File: src/design/rms_pkg.sv
`timescale 1ns / 1ps
// ----------------------------------------------------------------------------
// rms_pkg: shared types and constants for the running mean / std-dev core
// Holds the controller state enum, the command/status structs between the
// controller and the datapath, the result word layout and fixed widths.
// ----------------------------------------------------------------------------
package rms_pkg;

    // Widths of the spread accumulator, divider and result, and sqrt constants
    localparam int M2_W        = 64;
    localparam int DIV_W       = 64;
    localparam int EXT_W       = 128;
    localparam int OUT_W       = 32;
    localparam int ITER_W      = 7;
    localparam int SQRT_STEPS  = 32;
    localparam logic [M2_W-1:0] SQRT_BIT_INIT = 64'h4000_0000_0000_0000;

    // Controller states
    typedef enum logic [3:0] {
        ST_IDLE,
        ST_DELTA,
        ST_DIV_MEAN,
        ST_MEAN,
        ST_MUL_LOAD,
        ST_MUL,
        ST_ACC,
        ST_VAR_LOAD,
        ST_DIV_VAR,
        ST_SQRT_LOAD,
        ST_SQRT,
        ST_RESULT
    } t_state;

    // Controller to datapath commands
    typedef struct packed {
        logic accept;
        logic div_mean_load;
        logic div_step;
        logic mean_upd;
        logic mul_load;
        logic mul_step;
        logic acc;
        logic var_load;
        logic sqrt_load;
        logic sqrt_step;
        logic out_load;
    } t_dp_cmd;

    // Datapath to controller status
    typedef struct packed {
        logic iter_done;
        logic count_gt1;
        logic out_free;
    } t_dp_sts;

    // One result word
    typedef struct packed {
        logic        [OUT_W-1:0] sample_count;
        logic signed [OUT_W-1:0] running_mean;
        logic        [OUT_W-1:0] std_deviation;
        logic                    spread_saturated;
    } t_result;

endpackage

File: src/design/rms_in_if.sv
`timescale 1ns / 1ps
// ----------------------------------------------------------------------------
// rms_in_if: sample channel
// Valid/ready channel that carries one signed Q16.16 sample per word.
// ----------------------------------------------------------------------------
interface rms_in_if #(
    parameter int SAMPLE_WIDTH = 32
);
    logic                           valid;
    logic                           ready;
    logic signed [SAMPLE_WIDTH-1:0] sample;

    modport source (output valid, output sample, input ready);
    modport sink   (input valid, input sample, output ready);
endinterface

File: src/design/rms_out_if.sv
`timescale 1ns / 1ps
// ----------------------------------------------------------------------------
// rms_out_if: result channel
// Valid/ready channel that carries count, mean, std deviation and the
// saturation flag for each processed sample.
// ----------------------------------------------------------------------------
interface rms_out_if;
    logic               valid;
    logic               ready;
    logic        [31:0] sample_count;
    logic signed [31:0] running_mean;
    logic        [31:0] std_deviation;
    logic               spread_saturated;

    modport source (output valid, output sample_count, output running_mean,
                    output std_deviation, output spread_saturated, input ready);
    modport sink   (input valid, input sample_count, input running_mean,
                    input std_deviation, input spread_saturated, output ready);
endinterface

File: src/design/running_mean_stddev_core.sv
`timescale 1ns / 1ps
// ----------------------------------------------------------------------------
// running_mean_stddev_core: online mean and sample standard deviation
// Welford update over a stream of signed Q16.16 samples.
// ----------------------------------------------------------------------------
// Usage:
//   i_in carries one sample word; o_out carries one result word per sample
//   with the saturating count, the Q16.16 mean, the Q16.16 sample standard
//   deviation (zero while the count is at most one) and a sticky flag that
//   is set once the squared-deviation sum has clipped at its maximum.
//   A sample is taken only while the core is idle and out of reset. Each
//   sample runs through a serial datapath: a one-bit-per-cycle divider for
//   the mean step, a shift-add multiplier, the same divider for
//   M2 / (count - 1) and a bitwise square root, with load and update
//   states between them. When the count is at most one the divide and
//   square root are skipped. The result sits in an output register; a new
//   sample is accepted while it waits. If the receiver stalls, the next
//   result holds in the core until the register frees, and no further
//   sample is taken meanwhile. Synchronous reset clears count, mean, M2
//   and the flag and empties the output register.
// ----------------------------------------------------------------------------
module running_mean_stddev_core
    import rms_pkg::*;
#(
    parameter int SAMPLE_WIDTH = 32,
    parameter int COUNT_WIDTH  = 32
) (
    input logic       i_clk,
    input logic       i_rst_n,
    rms_in_if.sink    i_in,
    rms_out_if.source o_out
);

    t_dp_cmd w_cmd;
    t_dp_sts w_sts;
    logic    w_in_ready;
    logic    w_out_valid;
    t_result w_result;

    rms_ctrl u_ctrl (
        .i_clk      (i_clk),
        .i_rst_n    (i_rst_n),
        .i_in_valid (i_in.valid),
        .o_in_ready (w_in_ready),
        .i_sts      (w_sts),
        .o_cmd      (w_cmd)
    );

    rms_dp #(
        .SAMPLE_WIDTH (SAMPLE_WIDTH),
        .COUNT_WIDTH  (COUNT_WIDTH)
    ) u_dp (
        .i_clk       (i_clk),
        .i_rst_n     (i_rst_n),
        .i_cmd       (w_cmd),
        .o_sts       (w_sts),
        .i_sample    (i_in.sample),
        .i_out_ready (o_out.ready),
        .o_out_valid (w_out_valid),
        .o_result    (w_result)
    );

    // Channel hookup
    assign i_in.ready             = w_in_ready;
    assign o_out.valid            = w_out_valid;
    assign o_out.sample_count     = w_result.sample_count;
    assign o_out.running_mean     = w_result.running_mean;
    assign o_out.std_deviation    = w_result.std_deviation;
    assign o_out.spread_saturated = w_result.spread_saturated;

    // A taken sample blocks the input until its result is handed off
    a_one_in_flight: assert property (@(posedge i_clk) disable iff (!i_rst_n)
        (i_in.valid && i_in.ready) |=> !i_in.ready)
        else $error("input accepted while a sample is in work");

    // Iterative units only step while iterations remain
    a_step_bounded: assert property (@(posedge i_clk) disable iff (!i_rst_n)
        (w_cmd.div_step || w_cmd.mul_step || w_cmd.sqrt_step) |-> !w_sts.iter_done)
        else $error("iteration step issued with no iterations left");

    // Load commands never collide
    a_loads_exclusive: assert property (@(posedge i_clk) disable iff (!i_rst_n)
        $onehot0({w_cmd.accept, w_cmd.div_mean_load, w_cmd.var_load,
                  w_cmd.mul_load, w_cmd.sqrt_load, w_cmd.out_load}))
        else $error("more than one datapath load in a cycle");

    // A result is only loaded when the output register is free
    a_no_overwrite: assert property (@(posedge i_clk) disable iff (!i_rst_n)
        w_cmd.out_load |-> (!o_out.valid || o_out.ready))
        else $error("result register overwritten before it was taken");

endmodule

File: src/design/rms_ctrl.sv
`timescale 1ns / 1ps
// ----------------------------------------------------------------------------
// rms_ctrl: sequencing state machine
// Walks one sample through delta, mean divide, mean update, serial multiply,
// accumulate, variance divide and square root if count > 1, hands off result.
// ----------------------------------------------------------------------------
module rms_ctrl
    import rms_pkg::*;
(
    input  logic    i_clk,
    input  logic    i_rst_n,
    input  logic    i_in_valid,
    output logic    o_in_ready,
    input  t_dp_sts i_sts,
    output t_dp_cmd o_cmd
);

    t_state r_state;
    t_state n_state;

    // State register
    always_ff @(posedge i_clk) begin
        if (!i_rst_n) begin
            r_state <= ST_IDLE;
        end else begin
            r_state <= n_state;
        end
    end

    // Next state
    always_comb begin
        n_state = r_state;
        unique case (r_state)
            ST_IDLE:      if (i_in_valid) n_state = ST_DELTA;
            ST_DELTA:     n_state = ST_DIV_MEAN;
            ST_DIV_MEAN:  if (i_sts.iter_done) n_state = ST_MEAN;
            ST_MEAN:      n_state = ST_MUL_LOAD;
            ST_MUL_LOAD:  n_state = ST_MUL;
            ST_MUL:       if (i_sts.iter_done) n_state = ST_ACC;
            ST_ACC:       n_state = i_sts.count_gt1 ? ST_VAR_LOAD : ST_RESULT;
            ST_VAR_LOAD:  n_state = ST_DIV_VAR;
            ST_DIV_VAR:   if (i_sts.iter_done) n_state = ST_SQRT_LOAD;
            ST_SQRT_LOAD: n_state = ST_SQRT;
            ST_SQRT:      if (i_sts.iter_done) n_state = ST_RESULT;
            ST_RESULT:    if (i_sts.out_free) n_state = ST_IDLE;
            default:      n_state = ST_IDLE;
        endcase
    end

    // Outputs; no word is taken while reset is held
    always_comb begin
        o_cmd      = '0;
        o_in_ready = 1'b0;
        unique case (r_state)
            ST_IDLE: begin
                o_in_ready   = i_rst_n;
                o_cmd.accept = i_in_valid && i_rst_n;
            end
            ST_DELTA:     o_cmd.div_mean_load = 1'b1;
            ST_DIV_MEAN:  o_cmd.div_step      = !i_sts.iter_done;
            ST_MEAN:      o_cmd.mean_upd      = 1'b1;
            ST_MUL_LOAD:  o_cmd.mul_load      = 1'b1;
            ST_MUL:       o_cmd.mul_step      = !i_sts.iter_done;
            ST_ACC:       o_cmd.acc           = 1'b1;
            ST_VAR_LOAD:  o_cmd.var_load      = 1'b1;
            ST_DIV_VAR:   o_cmd.div_step      = !i_sts.iter_done;
            ST_SQRT_LOAD: o_cmd.sqrt_load     = 1'b1;
            ST_SQRT:      o_cmd.sqrt_step     = !i_sts.iter_done;
            ST_RESULT:    o_cmd.out_load      = i_sts.out_free;
            default:      o_cmd = '0;
        endcase
    end

endmodule

File: src/design/rms_dp.sv
`timescale 1ns / 1ps
// ----------------------------------------------------------------------------
// rms_dp: Welford datapath
// Holds count, mean and M2, a shared restoring divider, a shift-add
// multiplier, a bitwise integer square root and the output register.
// ----------------------------------------------------------------------------
module rms_dp
    import rms_pkg::*;
#(
    parameter int SAMPLE_WIDTH = 32,
    parameter int COUNT_WIDTH  = 32
) (
    input  logic                           i_clk,
    input  logic                           i_rst_n,
    input  t_dp_cmd                        i_cmd,
    output t_dp_sts                        o_sts,
    input  logic signed [SAMPLE_WIDTH-1:0] i_sample,
    input  logic                           i_out_ready,
    output logic                           o_out_valid,
    output t_result                        o_result
);

    localparam int SW = SAMPLE_WIDTH;
    localparam int CW = COUNT_WIDTH;

    // Architectural state
    logic        [CW-1:0]   r_count, n_count;
    logic signed [SW-1:0]   r_mean,  n_mean;
    logic        [M2_W-1:0] r_m2,    n_m2;
    logic                   r_sat,   n_sat;

    // Working registers
    logic signed [SW-1:0]   r_x,       n_x;
    logic                   r_neg,     n_neg;
    logic        [SW-1:0]   r_mag,     n_mag;
    logic        [ITER_W-1:0] r_iter,  n_iter;
    logic        [DIV_W-1:0] r_dq,     n_dq;
    logic        [CW-1:0]   r_rem,     n_rem;
    logic        [CW-1:0]   r_divisor, n_divisor;
    logic        [2*SW-1:0] r_prod,    n_prod;
    logic        [M2_W-1:0] r_sq_v,    n_sq_v;
    logic        [M2_W-1:0] r_root,    n_root;
    logic        [M2_W-1:0] r_bit,     n_bit;
    logic                   r_out_valid, n_out_valid;
    t_result                r_result,  n_result;

    // Combinational helpers
    logic signed [SW:0]     w_delta;
    logic signed [SW:0]     w_delta_neg;
    logic        [SW-1:0]   w_mag;
    logic        [CW:0]     w_trial;
    logic        [CW:0]     w_diff;
    logic                   w_ge;
    logic signed [SW:0]     w_mean_ext;
    logic signed [SW:0]     w_mean_sum;
    logic        [SW-1:0]   w_q;
    logic        [SW:0]     w_mul_sum;
    logic        [EXT_W-1:0] w_prod_ext;
    logic        [M2_W:0]   w_m2_sum;
    logic        [M2_W-1:0] w_sq_trial;

    // Deviation of the latched sample from the current mean
    assign w_delta     = {r_x[SW-1], r_x} - {r_mean[SW-1], r_mean};
    assign w_delta_neg = -w_delta;
    assign w_mag       = w_delta[SW] ? w_delta_neg[SW-1:0] : w_delta[SW-1:0];

    // Restoring divider step
    assign w_trial = {r_rem, r_dq[DIV_W-1]};
    assign w_ge    = (w_trial >= {1'b0, r_divisor});
    assign w_diff  = w_trial - {1'b0, r_divisor};

    // Mean move by the truncated quotient
    assign w_q        = r_dq[SW-1:0];
    assign w_mean_ext = {r_mean[SW-1], r_mean};
    assign w_mean_sum = r_neg ? (w_mean_ext - $signed({1'b0, w_q}))
                              : (w_mean_ext + $signed({1'b0, w_q}));

    // Shift-add multiplier step
    assign w_mul_sum = {1'b0, r_prod[2*SW-1:SW]} + (r_prod[0] ? {1'b0, r_mag} : '0);

    // M2 accumulate with overflow detect
    assign w_prod_ext = EXT_W'(r_prod);
    assign w_m2_sum   = {1'b0, r_m2} + {1'b0, w_prod_ext[M2_W-1:0]};

    // Square root trial
    assign w_sq_trial = r_root + r_bit;

    // Next values
    always_comb begin
        n_count     = r_count;
        n_mean      = r_mean;
        n_m2        = r_m2;
        n_sat       = r_sat;
        n_x         = r_x;
        n_neg       = r_neg;
        n_mag       = r_mag;
        n_iter      = r_iter;
        n_dq        = r_dq;
        n_rem       = r_rem;
        n_divisor   = r_divisor;
        n_prod      = r_prod;
        n_sq_v      = r_sq_v;
        n_root      = r_root;
        n_bit       = r_bit;
        n_result    = r_result;
        n_out_valid = r_out_valid;

        if (i_cmd.accept) begin
            n_x     = i_sample;
            n_count = (&r_count) ? r_count : r_count + 1'b1;
        end

        if (i_cmd.div_mean_load) begin
            n_neg     = w_delta[SW];
            n_mag     = w_mag;
            n_dq      = DIV_W'(w_mag) << (DIV_W - SW);
            n_rem     = '0;
            n_divisor = r_count;
            n_iter    = ITER_W'(SW);
        end

        if (i_cmd.var_load) begin
            n_dq      = r_m2;
            n_rem     = '0;
            n_divisor = r_count - 1'b1;
            n_iter    = ITER_W'(DIV_W);
        end

        if (i_cmd.div_step) begin
            n_rem  = w_ge ? w_diff[CW-1:0] : w_trial[CW-1:0];
            n_dq   = {r_dq[DIV_W-2:0], w_ge};
            n_iter = r_iter - 1'b1;
        end

        if (i_cmd.mean_upd) begin
            n_mean = w_mean_sum[SW-1:0];
        end

        if (i_cmd.mul_load) begin
            n_prod = {{SW{1'b0}}, w_mag};
            n_iter = ITER_W'(SW);
        end

        if (i_cmd.mul_step) begin
            n_prod = {w_mul_sum, r_prod[SW-1:1]};
            n_iter = r_iter - 1'b1;
        end

        // M2 sticks at all ones once it overflows
        if (i_cmd.acc) begin
            if ((|w_prod_ext[EXT_W-1:M2_W]) || w_m2_sum[M2_W]) begin
                n_m2  = '1;
                n_sat = 1'b1;
            end else begin
                n_m2  = w_m2_sum[M2_W-1:0];
            end
            n_root = '0;
        end

        if (i_cmd.sqrt_load) begin
            n_sq_v = r_dq;
            n_root = '0;
            n_bit  = SQRT_BIT_INIT;
            n_iter = ITER_W'(SQRT_STEPS);
        end

        if (i_cmd.sqrt_step) begin
            if (r_sq_v >= w_sq_trial) begin
                n_sq_v = r_sq_v - w_sq_trial;
                n_root = (r_root >> 1) + r_bit;
            end else begin
                n_root = r_root >> 1;
            end
            n_bit  = r_bit >> 2;
            n_iter = r_iter - 1'b1;
        end

        // Output register: cleared when taken, reloaded on a new result
        if (r_out_valid && i_out_ready) begin
            n_out_valid = 1'b0;
        end
        if (i_cmd.out_load) begin
            n_out_valid               = 1'b1;
            n_result.sample_count     = OUT_W'(r_count);
            n_result.running_mean     = OUT_W'(r_mean);
            n_result.std_deviation    = r_root[OUT_W-1:0];
            n_result.spread_saturated = r_sat;
        end
    end

    // Control and architectural state
    always_ff @(posedge i_clk) begin
        if (!i_rst_n) begin
            r_count     <= '0;
            r_mean      <= '0;
            r_m2        <= '0;
            r_sat       <= 1'b0;
            r_iter      <= '0;
            r_out_valid <= 1'b0;
        end else begin
            r_count     <= n_count;
            r_mean      <= n_mean;
            r_m2        <= n_m2;
            r_sat       <= n_sat;
            r_iter      <= n_iter;
            r_out_valid <= n_out_valid;
        end
    end

    // Payload registers
    always_ff @(posedge i_clk) begin
        r_x       <= n_x;
        r_neg     <= n_neg;
        r_mag     <= n_mag;
        r_dq      <= n_dq;
        r_rem     <= n_rem;
        r_divisor <= n_divisor;
        r_prod    <= n_prod;
        r_sq_v    <= n_sq_v;
        r_root    <= n_root;
        r_bit     <= n_bit;
        r_result  <= n_result;
    end

    // Status
    assign o_sts.iter_done = (r_iter == '0);
    assign o_sts.count_gt1 = (r_count > CW'(1));
    assign o_sts.out_free  = !r_out_valid || i_out_ready;

    assign o_out_valid = r_out_valid;
    assign o_result    = r_result;

endmodule
File: src/flat_wrapper.sv
// flat-port wrapper written by rule: the top's interface ports become plain ports
module running_mean_stddev_core_flat import rms_pkg::*;
#(
    parameter int SAMPLE_WIDTH = 32,
    parameter int COUNT_WIDTH  = 32
)
  (i_clk, i_rst_n, i_in_valid, i_in_sample, i_in_ready, o_out_valid, o_out_sample_count, o_out_running_mean, o_out_std_deviation, o_out_spread_saturated, o_out_ready);
  rms_in_if #(.SAMPLE_WIDTH(SAMPLE_WIDTH)) i_in_i ();
  rms_out_if o_out_i ();
  input logic i_clk;
  input logic i_rst_n;
  input wire logic [$bits(i_in_i.valid)-1:0] i_in_valid;
  input wire logic [$bits(i_in_i.sample)-1:0] i_in_sample;
  output wire logic [$bits(i_in_i.ready)-1:0] i_in_ready;
  output wire logic [$bits(o_out_i.valid)-1:0] o_out_valid;
  output wire logic [$bits(o_out_i.sample_count)-1:0] o_out_sample_count;
  output wire logic [$bits(o_out_i.running_mean)-1:0] o_out_running_mean;
  output wire logic [$bits(o_out_i.std_deviation)-1:0] o_out_std_deviation;
  output wire logic [$bits(o_out_i.spread_saturated)-1:0] o_out_spread_saturated;
  input wire logic [$bits(o_out_i.ready)-1:0] o_out_ready;
  assign i_in_i.valid = i_in_valid;
  assign i_in_i.sample = i_in_sample;
  assign i_in_ready = i_in_i.ready;
  assign o_out_valid = o_out_i.valid;
  assign o_out_sample_count = o_out_i.sample_count;
  assign o_out_running_mean = o_out_i.running_mean;
  assign o_out_std_deviation = o_out_i.std_deviation;
  assign o_out_spread_saturated = o_out_i.spread_saturated;
  assign o_out_i.ready = o_out_ready;
  running_mean_stddev_core #(.SAMPLE_WIDTH(SAMPLE_WIDTH), .COUNT_WIDTH(COUNT_WIDTH)) u_core (.i_clk(i_clk), .i_rst_n(i_rst_n), .i_in(i_in_i), .o_out(o_out_i));
endmodule
File: config.mk
export PLATFORM = sky130hd
export DESIGN_NAME = running_mean_stddev_core_flat
export DESIGN_NICKNAME = d
export VERILOG_FILES = /design/src/design/rms_pkg.sv /design/src/design/rms_in_if.sv /design/src/design/rms_out_if.sv /design/src/design/running_mean_stddev_core.sv /design/src/design/rms_ctrl.sv /design/src/design/rms_dp.sv /design/src/flat_wrapper.sv
export SDC_FILE = /design/constraint.sdc
export NUM_CORES = 2
export LEC_CHECK = 0
export BUFFER_PORTS_ARGS = -buffer_cell sky130_fd_sc_hd__buf_2
export CAP_MARGIN = 10
export CORE_MARGIN = 2
export CORE_UTILIZATION = 55
export CTS_CLUSTER_SIZE = 16
export DETAILED_ROUTE_END_ITERATION = 12
export GPL_ROUTABILITY_DRIVEN = 0
export MAX_ROUTING_LAYER = met4
export PLACE_DENSITY = 0.72
export SLEW_MARGIN = 20
export SYNTH_ARGS = -nofsm -noshare
export SYNTH_HDL_FRONTEND = slang
export SYNTH_SLANG_ARGS = --single-unit
File: constraint.sdc
create_clock -name i_clk -period 24.2 [get_ports i_clk]
set_input_delay 4.84 -clock i_clk [delete_from_list [all_inputs] [get_ports i_clk]]
set_output_delay 4.84 -clock i_clk [all_outputs]
set_load 0.01 [all_outputs]
==> results.sh <==
export IMPL_outcome="complete, no violations"
export IMPL_p_sw_share_pct=38.4
export IMPL_cts_buffer_depth=3
export IMPL_powerDensity_nw_per_um2=96.3
export IMPL_wl_um=113000
export IMPL_synth_top_flop_cell="edfxtp_1"
export IMPL_clockRootBuffer="clkbuf_16"
export IMPL_path_clk_slew_ps=60
export IMPL_multi_input_area_um2=25200
export IMPL_drt_iter0_markers=3055
export IMPL_crit_chain="buf_2 -> buf_4 -> and3_1 -> buf_2"
export IMPL_avgSynthCellArea_um2=9.07
export IMPL_synth_area_um2=44100
export IMPL_cts_setup_buffers=0
export IMPL_utilization_pct=60.8
export IMPL_power_frac_seq_pct=35.6
export IMPL_max_cap_viol_count=0
export IMPL_start_util_pct=55.7
export IMPL_io_pins=135
export IMPL_layout_area_overhead_vs_synth_pct=9.31
export IMPL_start_kind="primary input"
export IMPL_cp_arrival_ps=5940
export IMPL_r2r_start="u_core.u_dp.r_root[2]"
export IMPL_setup_tns_final_ps=0
export IMPL_synth_edf_count=449
export IMPL_netlist_area_leader_share_pct=30.6
export IMPL_grt_pass1_vias=33469
export IMPL_layout_commonest_cell="nand2_1"
export IMPL_period_needed_ps=10780
export IMPL_cts_resized_gates=0
export IMPL_worstPathRequired_ps=19360
export IMPL_die_y_um=287
export IMPL_critical_path_class="primary input to output port"
export IMPL_synth_cell_type_count=81
export IMPL_drive_above_1_share_pct=7.44
export IMPL_instances_no_fill=6011
export IMPL_regArea_um2=17600
export IMPL_synth_top_cells_by_area="edfxtp_1 (31%), dfxtp_1 (9.3%), ha_1 (9.3%), xnor2_1 (4.7%), nand2_1 (4.4%)"
export IMPL_power_switching_mw=1.78
export IMPL_synthCells=4862
export IMPL_min_from="u_core.u_dp.r_root[0]"
export IMPL_slowest_stage="buf_4"
export IMPL_drc=0
export IMPL_ys_warn_count=0
export IMPL_final_cell_mix="nand2_1 (515), nor2_1 (458), edfxtp_1 (449)"
export IMPL_numPortBuffers=134
export IMPL_met1_usage_pct=38.8
export IMPL_holdBufCountCts=0
export IMPL_hp_class="register to register"
export IMPL_clock_latency_ps=650
export IMPL_synth_top_area_cell="edfxtp_1"
export IMPL_nFillCells=6813
export IMPL_htree_levels=3
export IMPL_die_area_um2=82500
export IMPL_cts_tree="yes"
export IMPL_intPower_mw=2.86
export IMPL_wl_per_cell_um=18.7
export IMPL_slowest_delay_ps=600
export IMPL_cp_common_cell="buf_2"
export IMPL_via_count=36129
export IMPL_clock_skew_ps=20.6
export IMPL_r2r_cells=26
export IMPL_pwr_share_clk_pct=25.0
export IMPL_vdd_drop_max_uv=82.6
export IMPL_grtUsageMet2_pct=41.6
export IMPL_hpwlAfterDp_um=83000
export IMPL_layout_worst_path_cycle_share_pct=44.6
export IMPL_use_met3_pct=3.56
export IMPL_antenna_left=0
export IMPL_antenna_found_initial=1
export IMPL_coreArea_um2=79300
export IMPL_p_comb_share_pct=39.4
export IMPL_worst_slew_pin_slew_ps=1190
export IMPL_syn_nets=5232
export IMPL_worst_setup_path_end_kind="output port"
export IMPL_relSlewSlack_pct=20.1
export IMPL_holdWs_ps=478
export IMPL_grt_start_max_net_pins=113
export IMPL_firstDrtPassIters=6
export IMPL_grt_busiest_layer="met2"
export IMPL_cts_sinks=655
export IMPL_r2r_slack_ps=15820
export IMPL_max_freq_ghz=0.0927
export IMPL_maxSlewViolCount=0
export IMPL_grt_pass1_wl_um=179000
export IMPL_synth_seq_cells=655
export IMPL_final_nets=5265
export IMPL_viasPerCell=6.01
export IMPL_path_max_fanout=76
export IMPL_numCtsBuffers=77
export IMPL_die_w_um=287
export IMPL_grt_overflow=0
export IMPL_grt_total_usage_pct=27.8
export IMPL_setup_violations=0
export IMPL_placed_cells=5865
export IMPL_hold_viol=0
export IMPL_synthArstFlopShare_pct=0
export IMPL_rsz0062_at_grt="no"
export IMPL_min_path_cells=0
export IMPL_leakagePower_nw=19.2
export IMPL_totalPowerFinal_mw=4.64
export IMPL_reg2reg_to="u_core.u_dp.r_sq_v[62]"
export IMPL_rows=103
export IMPL_min_to="u_core.u_dp.o_result[1]"
export IMPL_yosysSeqAreaShare_pct=39.9
[worst max-delay path, delay by kind of cell]
family	cells	cell delay, ps
buf+inv	3	820
simple gates	1	290
[per-layer routing]
layer / routed length [um] / up-vias
met1: 52600 / 17014
met5: 0 / -
met4: 3840 / 0
li1: - / 17833
met3: 7120 / 192
met2: 49000 / 1090
[synth_stat cells (58+ instances only)]
cell type and number:
xnor2_1 235, o21ai_0 348, nand2_1 516, nor2_1 461, nor3_1 66, a31oi_1 175
nand4_1 60, nand3_1 89, a21oi_1 344, and2_1 86, a21o_1 179, edfxtp_1 449
xor2_1 210, a211oi_1 61, inv_1 160, dfxtp_1 206, clkbuf_1 197, ha_1 328
o21bai_1 58
[power groups by stage]
stage / Sequential [mW] / Combinational, mW / Clock (mW)
6_report: 1.65 / 1.83 / 1.16
5_1_grt: 1.67 / 2.01 / 1.22
4_1_cts: 1.65 / 1.80 / 1.18
3_5_place_dp: 1.67 / 1.79 / 0
3_3_place_gp: 1.66 / 1.75 / 0
2_1_floorplan: 1.62 / 1.34 / 0
[registers in the layout, summed over array words and instances (netlist names), 4 cells and up]
register and cells:
u_core.u_ctrl.r_state 4, u_core.u_dp.o_result 97, u_core.u_dp.r_bit 32, u_core.u_dp.r_count 32, u_core.u_dp.r_divisor 32, u_core.u_dp.r_dq 64
u_core.u_dp.r_iter 7, u_core.u_dp.r_m2 64, u_core.u_dp.r_mag 32, u_core.u_dp.r_mean 32, u_core.u_dp.r_prod 64, u_core.u_dp.r_rem 32
u_core.u_dp.r_root 64, u_core.u_dp.r_sq_v 64, u_core.u_dp.r_x 32
[stage by stage]
stage	instance area, um2	setup slack, ps
after floorplan	44100	14330
after global placement	45600	13420
after global routing	48200	13350
final	48200	13420
after detailed placement	45600	13420
after CTS	48200	13420
[worst max path at each step]
stage             from         end  slack, ps  cells after the start
2_1_floorplan  i_rst_n  i_in_ready      14330                      1
3_3_place_gp   i_rst_n  i_in_ready      13420                      4
3_5_place_dp   i_rst_n  i_in_ready      13420                      4
4_1_cts        i_rst_n  i_in_ready      13420                      4
5_1_grt        i_rst_n  i_in_ready      13350                      4
6_report       i_rst_n  i_in_ready      13420                      4
[kinds of logic after synthesis]
| logic type | count (synthesis) | synth area share (%) |
|---|---|---|
| AOI/OAI and AO/OA | 1426 | 20.4 |
| xor gates and xnor gates | 446 | 8.87 |
| adders and majority gates | 334 | 9.58 |
| buffers and inverters | 372 | 3.18 |
| DFF | 655 | 39.9 |
| muxes | 68 | 1.63 |
| and+or+nand+nor | 1561 | 16.5 |
[cell type report]
type	instances	share of cell area [%]
clock inverters	34	0.649
flip-flops and latches	655	36.5
well taps	1050	2.72
repair buffers	166	1.93
inverters	160	1.25
diodes	4	0.0208
multi-input cells	3835	52.3
clock buffers	107	4.62
Power figures use the tool's default switching activity.
